===== config.mk =====
export PLATFORM = sky130hd
export DESIGN_NAME = bsti_ctrl
export DESIGN_NICKNAME = d
export VERILOG_FILES = /design/src/design/bsti_pkg.sv /design/src/design/bsti_ctrl.sv
export SDC_FILE = /design/constraint.sdc
export NUM_CORES = 1
export LEC_CHECK = 0
export BUFFER_PORTS_ARGS = -buffer_cell sky130_fd_sc_hd__buf_2
export CORE_ASPECT_RATIO = 1.1
export CORE_MARGIN = 1.5
export CORE_UTILIZATION = 42
export DETAILED_ROUTE_END_ITERATION = 8
export PLACE_DENSITY = 0.71
export SLEW_MARGIN = 10
export SYNTH_ARGS = -nofsm -noshare
export SYNTH_HDL_FRONTEND = slang
export SYNTH_SLANG_ARGS = --single-unit

===== constraint.sdc =====
create_clock -name clk -period 1.81 [get_ports clk]
set_input_delay 0.2715 -clock clk [delete_from_list [all_inputs] [get_ports clk]]
set_output_delay 0.2715 -clock clk [all_outputs]
set_load 0.02 [all_outputs]

===== src/design/bsti_pkg.sv =====
package bsti_pkg;

  localparam int RATIO_W   = 32;
  localparam int FRAC_BITS = 16;
  localparam int TERM_W    = 64;
  localparam int SUM_W     = 64;
  localparam int OUT_W     = 32;
  localparam int NUM_SUMS  = 4;

  typedef logic [1:0] sum_idx_t;

  localparam sum_idx_t IDX_TOTAL    = 2'd0;
  localparam sum_idx_t IDX_INSPIRAL = 2'd1;
  localparam sum_idx_t IDX_MERGER   = 2'd2;
  localparam sum_idx_t IDX_RINGDOWN = 2'd3;

  typedef enum logic [3:0] {
    S_IDLE,
    S_DIV1_GO,
    S_DIV1,
    S_SQR,
    S_DIV2_GO,
    S_DIV2,
    S_MUL_GO,
    S_MUL,
    S_ACC,
    S_FIN,
    S_ROOT_GO,
    S_ROOT,
    S_OUT
  } state_t;

  typedef struct packed {
    logic     load;
    logic     div_start;
    logic     div_sel;
    logic     ratio_cap;
    logic     sq_cap;
    logic     term_cap;
    logic     mul_start;
    logic     acc;
    logic     fin;
    logic     root_start;
    sum_idx_t root_idx;
    logic     root_cap;
    logic     out_load;
  } cmd_t;

  typedef struct packed {
    logic div_busy;
    logic mul_busy;
    logic root_busy;
    logic first;
    logic last;
  } status_t;

endpackage


===== src/design/bsti_ctrl.sv =====
module bsti_ctrl (
  input  logic              clk,
  input  logic              rst,
  input  logic              in_valid,
  output logic              in_ready,
  output logic              out_valid,
  input  logic              out_ready,
  input  bsti_pkg::status_t status,
  output bsti_pkg::cmd_t    cmd
);
  bsti_pkg::state_t   state, state_next;
  bsti_pkg::sum_idx_t idx;
  logic               out_free;

  assign out_free = !out_valid || out_ready;

  always_ff @(posedge clk) begin
    if (rst) begin
      state <= bsti_pkg::S_IDLE;
    end else begin
      state <= state_next;
    end
  end

  always_ff @(posedge clk) begin
    if (rst) begin
      idx <= bsti_pkg::IDX_TOTAL;
    end else if (state == bsti_pkg::S_FIN) begin
      idx <= bsti_pkg::IDX_TOTAL;
    end else if (state == bsti_pkg::S_ROOT && !status.root_busy) begin
      idx <= idx + 1'b1;
    end
  end

  always_ff @(posedge clk) begin
    if (rst) begin
      out_valid <= 1'b0;
    end else if (cmd.out_load) begin
      out_valid <= 1'b1;
    end else if (out_ready) begin
      out_valid <= 1'b0;
    end
  end

  always_comb begin
    state_next = state;
    case (state)
      bsti_pkg::S_IDLE:    if (in_valid) state_next = bsti_pkg::S_DIV1_GO;
      bsti_pkg::S_DIV1_GO: state_next = bsti_pkg::S_DIV1;
      bsti_pkg::S_DIV1:    if (!status.div_busy) state_next = bsti_pkg::S_SQR;
      bsti_pkg::S_SQR:     state_next = bsti_pkg::S_DIV2_GO;
      bsti_pkg::S_DIV2_GO: state_next = bsti_pkg::S_DIV2;
      bsti_pkg::S_DIV2: begin
        if (!status.div_busy) begin
          state_next = status.first ? bsti_pkg::S_FIN : bsti_pkg::S_MUL_GO;
        end
      end
      bsti_pkg::S_MUL_GO:  state_next = bsti_pkg::S_MUL;
      bsti_pkg::S_MUL:     if (!status.mul_busy) state_next = bsti_pkg::S_ACC;
      bsti_pkg::S_ACC:     state_next = bsti_pkg::S_FIN;
      bsti_pkg::S_FIN:     state_next = status.last ? bsti_pkg::S_ROOT_GO : bsti_pkg::S_IDLE;
      bsti_pkg::S_ROOT_GO: state_next = bsti_pkg::S_ROOT;
      bsti_pkg::S_ROOT: begin
        if (!status.root_busy) begin
          state_next = (idx == bsti_pkg::IDX_RINGDOWN) ? bsti_pkg::S_OUT
                                                        : bsti_pkg::S_ROOT_GO;
        end
      end
      bsti_pkg::S_OUT:     if (out_free) state_next = bsti_pkg::S_IDLE;
      default:             state_next = bsti_pkg::S_IDLE;
    endcase
  end

  always_comb begin
    cmd          = '0;
    cmd.root_idx = idx;
    in_ready     = 1'b0;
    case (state)
      bsti_pkg::S_IDLE: begin
        in_ready = 1'b1;
        cmd.load = in_valid;
      end
      bsti_pkg::S_DIV1_GO: cmd.div_start = 1'b1;
      bsti_pkg::S_DIV1:    cmd.ratio_cap = !status.div_busy;
      bsti_pkg::S_SQR:     cmd.sq_cap = 1'b1;
      bsti_pkg::S_DIV2_GO: begin
        cmd.div_start = 1'b1;
        cmd.div_sel   = 1'b1;
      end
      bsti_pkg::S_DIV2:    cmd.term_cap = !status.div_busy;
      bsti_pkg::S_MUL_GO:  cmd.mul_start = 1'b1;
      bsti_pkg::S_ACC:     cmd.acc = 1'b1;
      bsti_pkg::S_FIN:     cmd.fin = 1'b1;
      bsti_pkg::S_ROOT_GO: cmd.root_start = 1'b1;
      bsti_pkg::S_ROOT:    cmd.root_cap = !status.root_busy;
      bsti_pkg::S_OUT:     cmd.out_load = out_free;
      default:             cmd = '0;
    endcase
  end
endmodule


==> results.txt, run 1 <==
The tree is rooted in a sky130_fd_sc_hd__clkbuf_4. Sorting the synthesized cells by how often they occur yields 7 x sky130_fd_sc_hd__dfxtp_1, 7 x sky130_fd_sc_hd__nand2b_1, 6 x sky130_fd_sc_hd__nor2_1. Detailed routing inserted a total of 682 vias. The number of instances in the synthesized netlist is 83. Setup violations remaining at the end of the flow were counted as 0. STA classifies the critical path startpoint as a flop. The number of clock sinks seen by CTS is 7.

The critical path goes through nor4bb_1 -> nor2b_1 -> buf_2. The effective utilization at floorplan came out at 45.8%. The number of placement rows is 14. By area the synthesized netlist is led by sky130_fd_sc_hd__dfxtp_1 22%, sky130_fd_sc_hd__nand2b_1 6.9%, sky130_fd_sc_hd__nor2_1 3.6%. In this run, post-CTS hold repair placed 0 buffers.

The synthesized area per cell came out at 7.64 um2. The yosys synthesis warning count is 0. The flow ran to the end, and the final reports show no timing, DRC or antenna violations. The wire length on met2 came out at 713 um. Gates resized during post-CTS repair numbered 0.

The worst setup path is captured at an output pin. The biggest fanout along the worst timing path is 15. The number of flops mapped to enable cells by yosys is 0. The first-pass GRT wire length came out at 2260 um. The remaining max-slew budget at the tightest pin is 72.0%. The TritonCTS clock tree is built. The count of boundary I/O pins came out at 25. The minimum setup slack after placement came out at 191 ps. Clock skew on the completed layout was measured at 3.16 ps. The via count of the first global-routing pass is 540. The number of DRC violations after detailed-routing iteration 0 is 4.

The largest single stage delay on the critical path is 440 ps. The leading register cell type out of synthesis is sky130_fd_sc_hd__dfxtp_1. The class of the most critical hold timing path is in -> reg. The number of antenna repair diodes is 0. The HPWL after detailed placement is 1140 um.

The number of detailed-route iterations in the first pass came out at 4. The chip height is 43.8 um. The proportion of layout cells with a drive suffix above 1 came out at 38.9%. The number of pins exceeding their max-slew limit in the final report is 0. The total leakage power is 0.361 nW.

The initial antenna violation count came to 0. After detailed routing, the number of vias per cell comes to 5.50. The latest clock arrival within the worst-skew pair came out at 260 ps. For this run, design rule violations remaining after detail routing come to 0. The total length of routed met3 wires came out at 94 um. The worst endpoint required time came out at 1540 ps. The area occupied by registers is 144 um2. The number of filler instances in the final layout is 143. The netlist area before placement is 634 um2. The signed area change from the synthesized netlist to the final layout came out at 27.6%. The horizontal die dimension came out at 40.1 um. The top cell type by total area after synthesis is sky130_fd_sc_hd__dfxtp_1.

The share of synthesized registers carrying an async set or reset is 0%. After synthesis the netlist holds a flip-flop and latch count of 7. The worst-case vdd ir drop is 0.000755 V.

The share of the cycle needed by the critical path after routing came out at 94.2%. The routability congestion estimate from global placement came out at 0.842. The die covers 0.00175 mm2. The transition time at the pin with the least slew margin is 414 ps.

Clock-pin slew was measured on the worst setup and hold paths at 50 ps. The number of post-CTS setup repair buffers is 0. Setup repair after global routing left no endpoint under its margin. The accumulated negative setup slack is 0 ps. The tool flagged a number of max-cap violations equal to 0. In this run the power density over the cells is 1210 mW/mm2. The number of hold violations in the final report is 0. The area share of the leading cell type in the synthesized netlist came out at 22.1%. For this run, the post-layout net count is 119. The total grt overflow is 0.

By startpoint and endpoint, the worst setup path is classified as reg -> out. The part of the Yosys area used for sequential elements is 22.1%. The number of distinct library cells after synthesis is 41.

The count of input and output buffers came out at 24. The met1 wire length came out at 680 um. The number of nets in the synthesized netlist is 93.

The post-detailed-route count of antenna-violating nets is 0. The time the final worst path needs with I/O delays and setup is 1700 ps. The achievable clock frequency came out at 0.587 GHz. The worst path meets setup with 105 ps of slack. The maximum number of buffers from clock root to sink came out at 2. In the final layout, the multi-input gates occupy 454 um2.

In this run the top signal layer used is met4. On the critical path, the stage with the largest delay is an instance of sky130_fd_sc_hd__nor4bb_1. Counting the buffers created by CTS gives 3.

The wire length per cell after detailed routing came out at 12.2 um. The pin count of the biggest net entering global routing is 17. The routed wire length is 1510 um. At the worst endpoint, the arrival time is 1430 ps. The core area came out at 0.00138 mm2. The overall track demand over capacity in global routing is 19.0%. The level count of the clock H-tree came out at 1.
[kinds of logic (layout without fill, tap and decap cells)]
kind of cell	count (synthesis)	count (layout)	synth area share [%]
simple gates	42	42	40.6
compound gates	20	20	23.5
buf+inv	10	35	7.30
flops	7	7	22.1
mux	2	2	3.16
fa+ha+maj	1	1	1.97
xor+xnor	1	1	1.38
[worst max-delay path: cells and delay by family, from the launching register on]
family / cells / cell delay, ps
and+or+nand+nor: 2 / 630
DFF: 1 / 380
buffers and inverters: 1 / 170
[per-layer routing]
layer / track usage (%) / vias to the layer above
li1: - / 353
met1: 24.6 / 300
met2: 29.0 / 25
met3: 4.62 / 4
met4: 8.28 / 0
met5: 0 / -
[stage by stage]
stage	hold WS, ps	total power, mW	cells	utilization (%)	cell area (um2)
floorplan	490	0.691	83	-	641
global placement	533	0.822	120	56.3	779
detailed placement	536	0.835	120	56.3	779
CTS	281	0.985	124	58.2	806
global route	286	1.06	124	58.5	810
finish	288	0.983	124	58.5	810
[cells in the final DEF, fill, tap and decap left out, types with 4 or more instances in the layout]
cell type	Yosys	routed
sky130_fd_sc_hd__buf_2	4	24
sky130_fd_sc_hd__nand2_1	4	4
sky130_fd_sc_hd__nor3_1	4	4
sky130_fd_sc_hd__a21oi_1	4	4
sky130_fd_sc_hd__nand2b_1	7	7
sky130_fd_sc_hd__dfxtp_1	7	4
sky130_fd_sc_hd__buf_4	0	5
sky130_fd_sc_hd__nor2_1	6	6
[final timing paths]
kind | startpoint | end | slack [ps] | depth (start not counted)
max | state[0]$_SDFFE_PP0P_ | cmd[0] | 110 | 3
min | rst | state[1]$_SDFFE_PP0P_ | 290 | 2
max reg2reg | state[0]$_SDFFE_PP0P_ | state[2]$_SDFFE_PP0P_ | 250 | 4
min reg2reg | idx[1]$_SDFFE_PP0P_ | idx[1]$_SDFFE_PP0P_ | 540 | 2
[final cells by class]
type | count | area share, %
Sequential cell | 7 | 17.8
Multi-Input combinational cell | 66 | 56.1
Tap cell | 16 | 2.47
Timing Repair Buffer | 29 | 19.5
Clock buffer | 4 | 3.25
Inverter | 2 | 0.927
[power breakdown]
part           internal (mW)  switching, mW
clock network         0.0844         0.0618
logic                  0.270          0.301
registers              0.189         0.0766
[sequential cells by signal (all words and copies together) (netlist names)]
register   flops
state          4
idx            2
out_valid      1
(Power assumes the default switching activity.)
==> run 2, diff against run 1 <==
--- a/config.mk
+++ b/config.mk
@@ -10,7 +10,7 @@
 export CORE_MARGIN = 1.5
 export CORE_UTILIZATION = 42
 export DETAILED_ROUTE_END_ITERATION = 8
-export PLACE_DENSITY = 0.71
+export PLACE_DENSITY_LB_ADDON = 0.2
 export SLEW_MARGIN = 10
 export SYNTH_ARGS = -nofsm -noshare
 export SYNTH_HDL_FRONTEND = slang
==> results.txt, run 2 (synthesized netlist as in run 1, its figures left out) <==
The total leakage power is 0.356 nW. In the routed design, unresolved DRC markers number 0. Summing all multi-input logic gate instances after layout gives 460 um2. In this run the worst path has a maximum fanout of 9.

The maximum number of buffers from clock root to sink is 2. Relative to the synthesized area, the layout overhead comes to 27.4%. Summed over all failing endpoints, the final setup total negative slack is 0 ps. The maximum single-stage delay on the critical path came out at 360 ps.

The routability congestion estimate from global placement is 0.841. From left edge to right edge, the die measures 40.1 um. The buffer cell driving the clock tree root is sky130_fd_sc_hd__clkbuf_4. The number of clock sinks seen by CTS is 7.

The count of input and output buffers is 24. The die area is 0.00175 mm2. Power spread over the standard cell area amounts to 1210 mW/mm2. The latest clock arrival within the worst-skew pair came out at 250 ps.

The number of buffers inserted during clock tree synthesis is 3. In the layout the commonest cells are 24 x sky130_fd_sc_hd__buf_2, 7 x sky130_fd_sc_hd__nand2b_1, 6 x sky130_fd_sc_hd__nor2_1. The reg2reg setup slack came out at 260 ps.

The routed design uses 64 um of met3 wire. The transition time at the pin with the least slew margin came out at 359 ps. The path class of the tightest hold or removal check is in -> reg. The share of the cycle needed by the critical path after routing is 93.9%.

Setup repair after global routing left no endpoint under its margin. The count of boundary I/O pins is 25. More flip-flops sit in one register than any other, and that register is state.

The worst-case vdd ir drop is 0.000525 V. The worst clock skew came out at 7.98 ps. The switching component of the power is 0.441 mW.

At the end of the flow, the number of nets in the layout was 118. The flip-flop count of the largest register after layout is 4. Of the cells placed in the final design, the portion with a size suffix greater than 1 is 39.3%. The clock period could shrink to 1700 ps.

The post-detailed-route count of antenna-violating nets came out at 0. The number of hold violations in the final report is 0. Routed signal wires occupy layers up through met3. The kind of start point of the critical path is a flop. The largest registers in the layout are state x4, idx x2, out_valid x1. The run finished with clean final reports. The library cell used most frequently in the layout, excluding fill and tap cells, is sky130_fd_sc_hd__buf_2.

The number of detailed-route iterations in the first pass is 2. The number of filler instances in the final layout came out at 146. The routed wire length is 1480 um.

The startpoint identified for the worst register-to-register timing path is state[2]$_SDFFE_PP0P_. The wire length per cell after detailed routing is 12.0 um. The clock-pin slew on the worst setup and hold paths came out at 60 ps.

The met1 wire length is 709 um. Along the worst hold path, the cell count comes to 2. The effective utilization at floorplan came out at 45.8%. Data on the critical path arrives at its endpoint at 1430 ps.

The total grt overflow is 0. The level count of the clock H-tree is 1. STA classifies the critical path endpoint as an output pin. Based on the critical path, the design can be clocked at up to 0.589 GHz. The area occupied by registers is 144 um2. Traced cell by cell, the critical path runs through buf_4 -> nand2b_1 -> nor2_1 -> buf_2. The number of max-cap violations is 0. The number of pins exceeding their max-slew limit in the final report came out at 0. Headroom to the max-slew limit came out at 76.1%. The worst endpoint required time is 1540 ps. The combinational power share is 58.7%. The total design power is 0.976 mW. The total via count after detailed routing came out at 682. The endpoint identified for the worst register-to-register timing path is state[2]$_SDFFE_PP0P_. The critical path is of the reg -> out type. The internal power of the cells is 0.536 mW.

The average via count per standard cell came out at 5.54. The wire length on met2 came out at 708 um. The number of cells on the worst reg-to-reg path is 4.

The share of power burned in the clock network is 14.8%. The core area came out at 0.00138 mm2. The chip height is 43.8 um. The worst hold path terminates at state[1]$_SDFFE_PP0P_.

Sequential cells burn 26.5% of the power. Global routing used 19.4% of the available tracks. The via count of the first global-routing pass came out at 566. The number of antenna repair diodes came out at 0. The source of the worst hold timing path is rst. The final setup violation count is 0.

In this run switching power makes up 45.1% of total power. The number of placement rows is 14. The number of DRC violations after detailed-routing iteration 0 is 5. Entering global routing, the biggest net connects 17 pins. TritonCTS built the clock tree. The first-pass GRT wire length came out at 2350 um. On the critical path, the stage with the largest delay is an instance of sky130_fd_sc_hd__dfxtp_2.

The initial antenna violation count is 0. Detailed placement finished with a half-perimeter wire length of 1100 um.
## run 2: changes by cell type in the layout (fill, tap and decap cells not counted), sizes merged
cell  change
buf       -1
## run 2: repair_timing
action | CTS | global route
buffers inserted | 0 | 0
gates resized for setup | 1 | 3
hold buffers | 0 | 0
setup endpoints to repair | 2 | 5
hold endpoints to repair | 0 | 0
## run 2: power by group through the flow
stage / Sequential (mW) / Clock (mW) / Combinational [mW]
after global placement: 0.251 / 0 / 0.568
after detailed placement: 0.252 / 0 / 0.572
after CTS: 0.251 / 0.151 / 0.574
final: 0.259 / 0.144 / 0.573
after floorplan: 0.203 / 0 / 0.488
after global routing: 0.267 / 0.161 / 0.632
## run 2: through the flow
step / cell area [um2] / utilization [%] / std cells / setup WS [ps] / hold WS, ps
floorplan: 641 / - / 83 / 83.7 / 490
global placement: 772 / 55.8 / 119 / 226 / 527
CTS: 800 / 57.8 / 123 / 31.8 / 283
detailed placement: 772 / 55.8 / 119 / 205 / 539
finish: 808 / 58.4 / 123 / 111 / 289
global route: 808 / 58.4 / 123 / 33.0 / 285
## run 2: critical path: cells and delay by family (launching register included)
kind / cells / cell delay, ps
flops: 1 / 360
simple gates: 2 / 420
buf+inv: 2 / 380
## run 2: how the worst max path moves through the flow
stage                                      from                     to  slack [ps]
after floorplan           state[0]$_SDFFE_PP0P_                cmd[13]          80
after global placement    state[1]$_SDFFE_PP0P_  state[2]$_SDFFE_PP0P_         230
after detailed placement  state[1]$_SDFFE_PP0P_  state[2]$_SDFFE_PP0P_         200
after CTS                 state[2]$_SDFFE_PP0P_                 cmd[0]          30
after global routing      state[2]$_SDFFE_PP0P_                 cmd[5]          30
final                     state[2]$_SDFFE_PP0P_                 cmd[5]         110
## run 2: final cells by class
class / instances / area share, %
Inverter: 2 / 0.929
Timing Repair Buffer: 28 / 18.6
Sequential cell: 7 / 17.8
Multi-Input combinational cell: 66 / 57.0
Tap cell: 16 / 2.48
Clock buffer: 4 / 3.25
## run 2: metal layers
| layer | GRT usage, % | vias up |
|---|---|---|
| met5 | 0 | - |
| met4 | 8.28 | 0 |
| met3 | 4.62 | 0 |
| met2 | 31.9 | 17 |
| met1 | 23.1 | 312 |
| li1 | - | 353 |
==> run 3, diff against run 2 <==
--- a/config.mk
+++ b/config.mk
@@ -10,6 +10,7 @@
 export CORE_MARGIN = 1.5
 export CORE_UTILIZATION = 42
 export DETAILED_ROUTE_END_ITERATION = 8
+export GPL_ROUTABILITY_DRIVEN = 1
 export PLACE_DENSITY_LB_ADDON = 0.2
 export SLEW_MARGIN = 10
 export SYNTH_ARGS = -nofsm -noshare
==> constraint.sdc (replaced) <==
create_clock -name clk -period 1.7 [get_ports clk]
set_input_delay 0.255 -clock clk [delete_from_list [all_inputs] [get_ports clk]]
set_output_delay 0.255 -clock clk [all_outputs]
set_load 0.02 [all_outputs]
==> results.txt, run 3 (synthesized netlist as in run 1, its figures left out) <==
The run finished with clean final reports. The startpoint identified for the worst register-to-register timing path is state[0]$_SDFFE_PP0P_. The number of DRC violations after detailed-routing iteration 0 came out at 12. The net count reported at finish is 119. The power per cell area is 1310 mW/mm2. The core area came out at 0.00138 mm2. The worst setup path is captured at an output pin. The die area came out at 0.00175 mm2. The worst register-to-register path ends at state[2]$_SDFFE_PP0P_. The flip-flop count of the largest register after layout came out at 4. The transition time at the pin with the least slew margin is 368 ps.

The signed area change from the synthesized netlist to the final layout came out at 33.1%. The number of antenna repair diodes is 0. The number of buffers inserted during clock tree synthesis is 3. The number of placement rows is 14.

The worst setup path startpoint is state[0]$_SDFFE_PP0P_. The initial antenna violation count is 0. The library cell used most frequently in the layout, excluding fill and tap cells, is sky130_fd_sc_hd__buf_2. The reg2reg setup slack came out at 160 ps. The count of hold-fix buffers inserted at cts is 0. The worst-case vdd ir drop came out at 0.000703 V. STA classifies the critical path startpoint as a flop. The effective utilization at floorplan is 45.8%.

The achievable clock frequency came out at 0.617 GHz. Routability-driven placement finished with a final weighted congestion of 0.887. The count of boundary I/O pins came out at 25. The first global-routing pass estimated 2230 um of wire. The type of the setup path with the least slack is reg -> out. The post-detailed-route count of antenna-violating nets is 0.

After layout, the worst path uses 95.4% of the clock period. The via count of the first global-routing pass is 531. Entering global routing, the biggest net connects 17 pins. After legalization and detailed placement, the total HPWL measured 1100 um.

The analysis attributes to cell leakage a power of 0.368 nW. TritonCTS built the clock tree. The remaining design rule violation count came out at 0. The biggest fanout along the worst timing path came out at 16. Clock latency on the worst-skew pair, taken at its later pin, is 250 ps. The routed wire length is 1500 um. The time the final worst path needs with I/O delays and setup is 1620 ps. The chip height came out at 43.8 um. The clock arrives with 8.02 ps of skew. The first TritonRoute pass finished after 4 iterations. The accumulated negative setup slack came out at 0 ps. Setup repair after global routing left no endpoint under its margin. The count of input and output buffers came out at 24. The clock-pin slew on the worst setup and hold paths came out at 60 ps.

The number of cells on the worst reg-to-reg path came out at 4. The arrival time reported for the critical path endpoint is 1370 ps. The total design power is 1.10 mW. The proportion of layout cells with a drive suffix above 1 came out at 40.7%. CTS built an H-tree with a depth of 1. The worst endpoint required time is 1440 ps. The register containing the most flip-flops in the final layout is state. The tightest min-delay check is of the in -> reg type. The largest registers in the layout are state x4, idx x2, out_valid x1. Following the worst setup path forward leads to its endpoint at cmd[3].

The number of pins exceeding their max-slew limit in the final report is 0. The final setup violation count came out at 0. Leaving out fill and tap cells, the most frequent cells in the layout are 24 x sky130_fd_sc_hd__buf_2, 7 x sky130_fd_sc_hd__nand2b_1, 5 x sky130_fd_sc_hd__nor2_1. The wire length per cell after detailed routing came out at 12.1 um. The tree built by TritonCTS fans out to 7 sinks.

The routed layout has 685 vias. The horizontal die dimension came out at 40.1 um. The total grt overflow is 0. In this run the clock root is driven by a sky130_fd_sc_hd__clkbuf_4.

The average via count per standard cell came out at 5.52. The overall track demand over capacity in global routing came out at 18.2%. The remaining max-slew budget at the tightest pin came out at 75.5%. The number of hold violations in the final report is 0. The number of filler instances in the final layout is 137. The maximum number of buffers from clock root to sink came out at 2.

The number of max-cap violations came out at 0.
[run 3: cell types whose count changed in the layout (fill, tap and decap cells not counted), sizes merged]
cell	change
buf	+1
[run 3: metal layers]
layer	share of wire (%)	GRT usage, %
met1	46	24.4
met3	5.3	1.54
met4	0.53	8.28
met5	0	0
met2	48	28.7
[run 3: metrics by stage]
step,hold WS (ps),worst slack [ps],util [%],cell area (um2),std cells
after floorplan,474,33.8,-,649,83
after global placement,527,174,57.0,788,120
after detailed placement,530,142,57.0,788,120
after CTS,274,12.1,59.2,820,124
after global routing,304,4.31,61.0,845,124
final,287,78.1,61.0,845,124
[run 3: worst min-delay path by stage]
| stage | slack [ps] | end | cells past startpoint | from |
|---|---|---|---|---|
| finish | 290 | state[1]$_SDFFE_PP0P_ | 2 | rst |
| global route | 300 | state[1]$_SDFFE_PP0P_ | 2 | rst |
| CTS | 270 | state[1]$_SDFFE_PP0P_ | 2 | rst |
| detailed placement | 530 | idx[1]$_SDFFE_PP0P_ | 2 | idx[1]$_SDFFE_PP0P_ |
| global placement | 530 | idx[1]$_SDFFE_PP0P_ | 2 | idx[1]$_SDFFE_PP0P_ |
| floorplan | 470 | out_valid$_SDFFE_PP0P_ | 3 | out_ready |
[run 3: what timing repair did]
action,CTS,global route
setup buffers,0,0
resized for setup,2,8
setup endpoints to repair,4,7
endpoints found under the hold margin,0,0
[run 3: power by group]
group          switching (mW)  internal, mW  total [mW]
Clock                  0.0612        0.0895       0.151
Combinational           0.366         0.322       0.688
Sequential             0.0602         0.204       0.264
[run 3: critical path: stages (launching register included)]
cell                      delay [ps]
sky130_fd_sc_hd__dfxtp_2         400
sky130_fd_sc_hd__buf_8           170
sky130_fd_sc_hd__nand2_1          90
sky130_fd_sc_hd__a21o_1          170
sky130_fd_sc_hd__and2_1          140
sky130_fd_sc_hd__buf_2           150
[run 3: cell type report]
cell class,count,area [um2],area share (%)
multi-input cells,66,472,55.9
repair buffers,29,173,20.4
flip-flops and latches,7,146,17.3
clock buffers,4,26.3,3.11
well taps,16,20.0,2.37
inverters,2,7.51,0.889
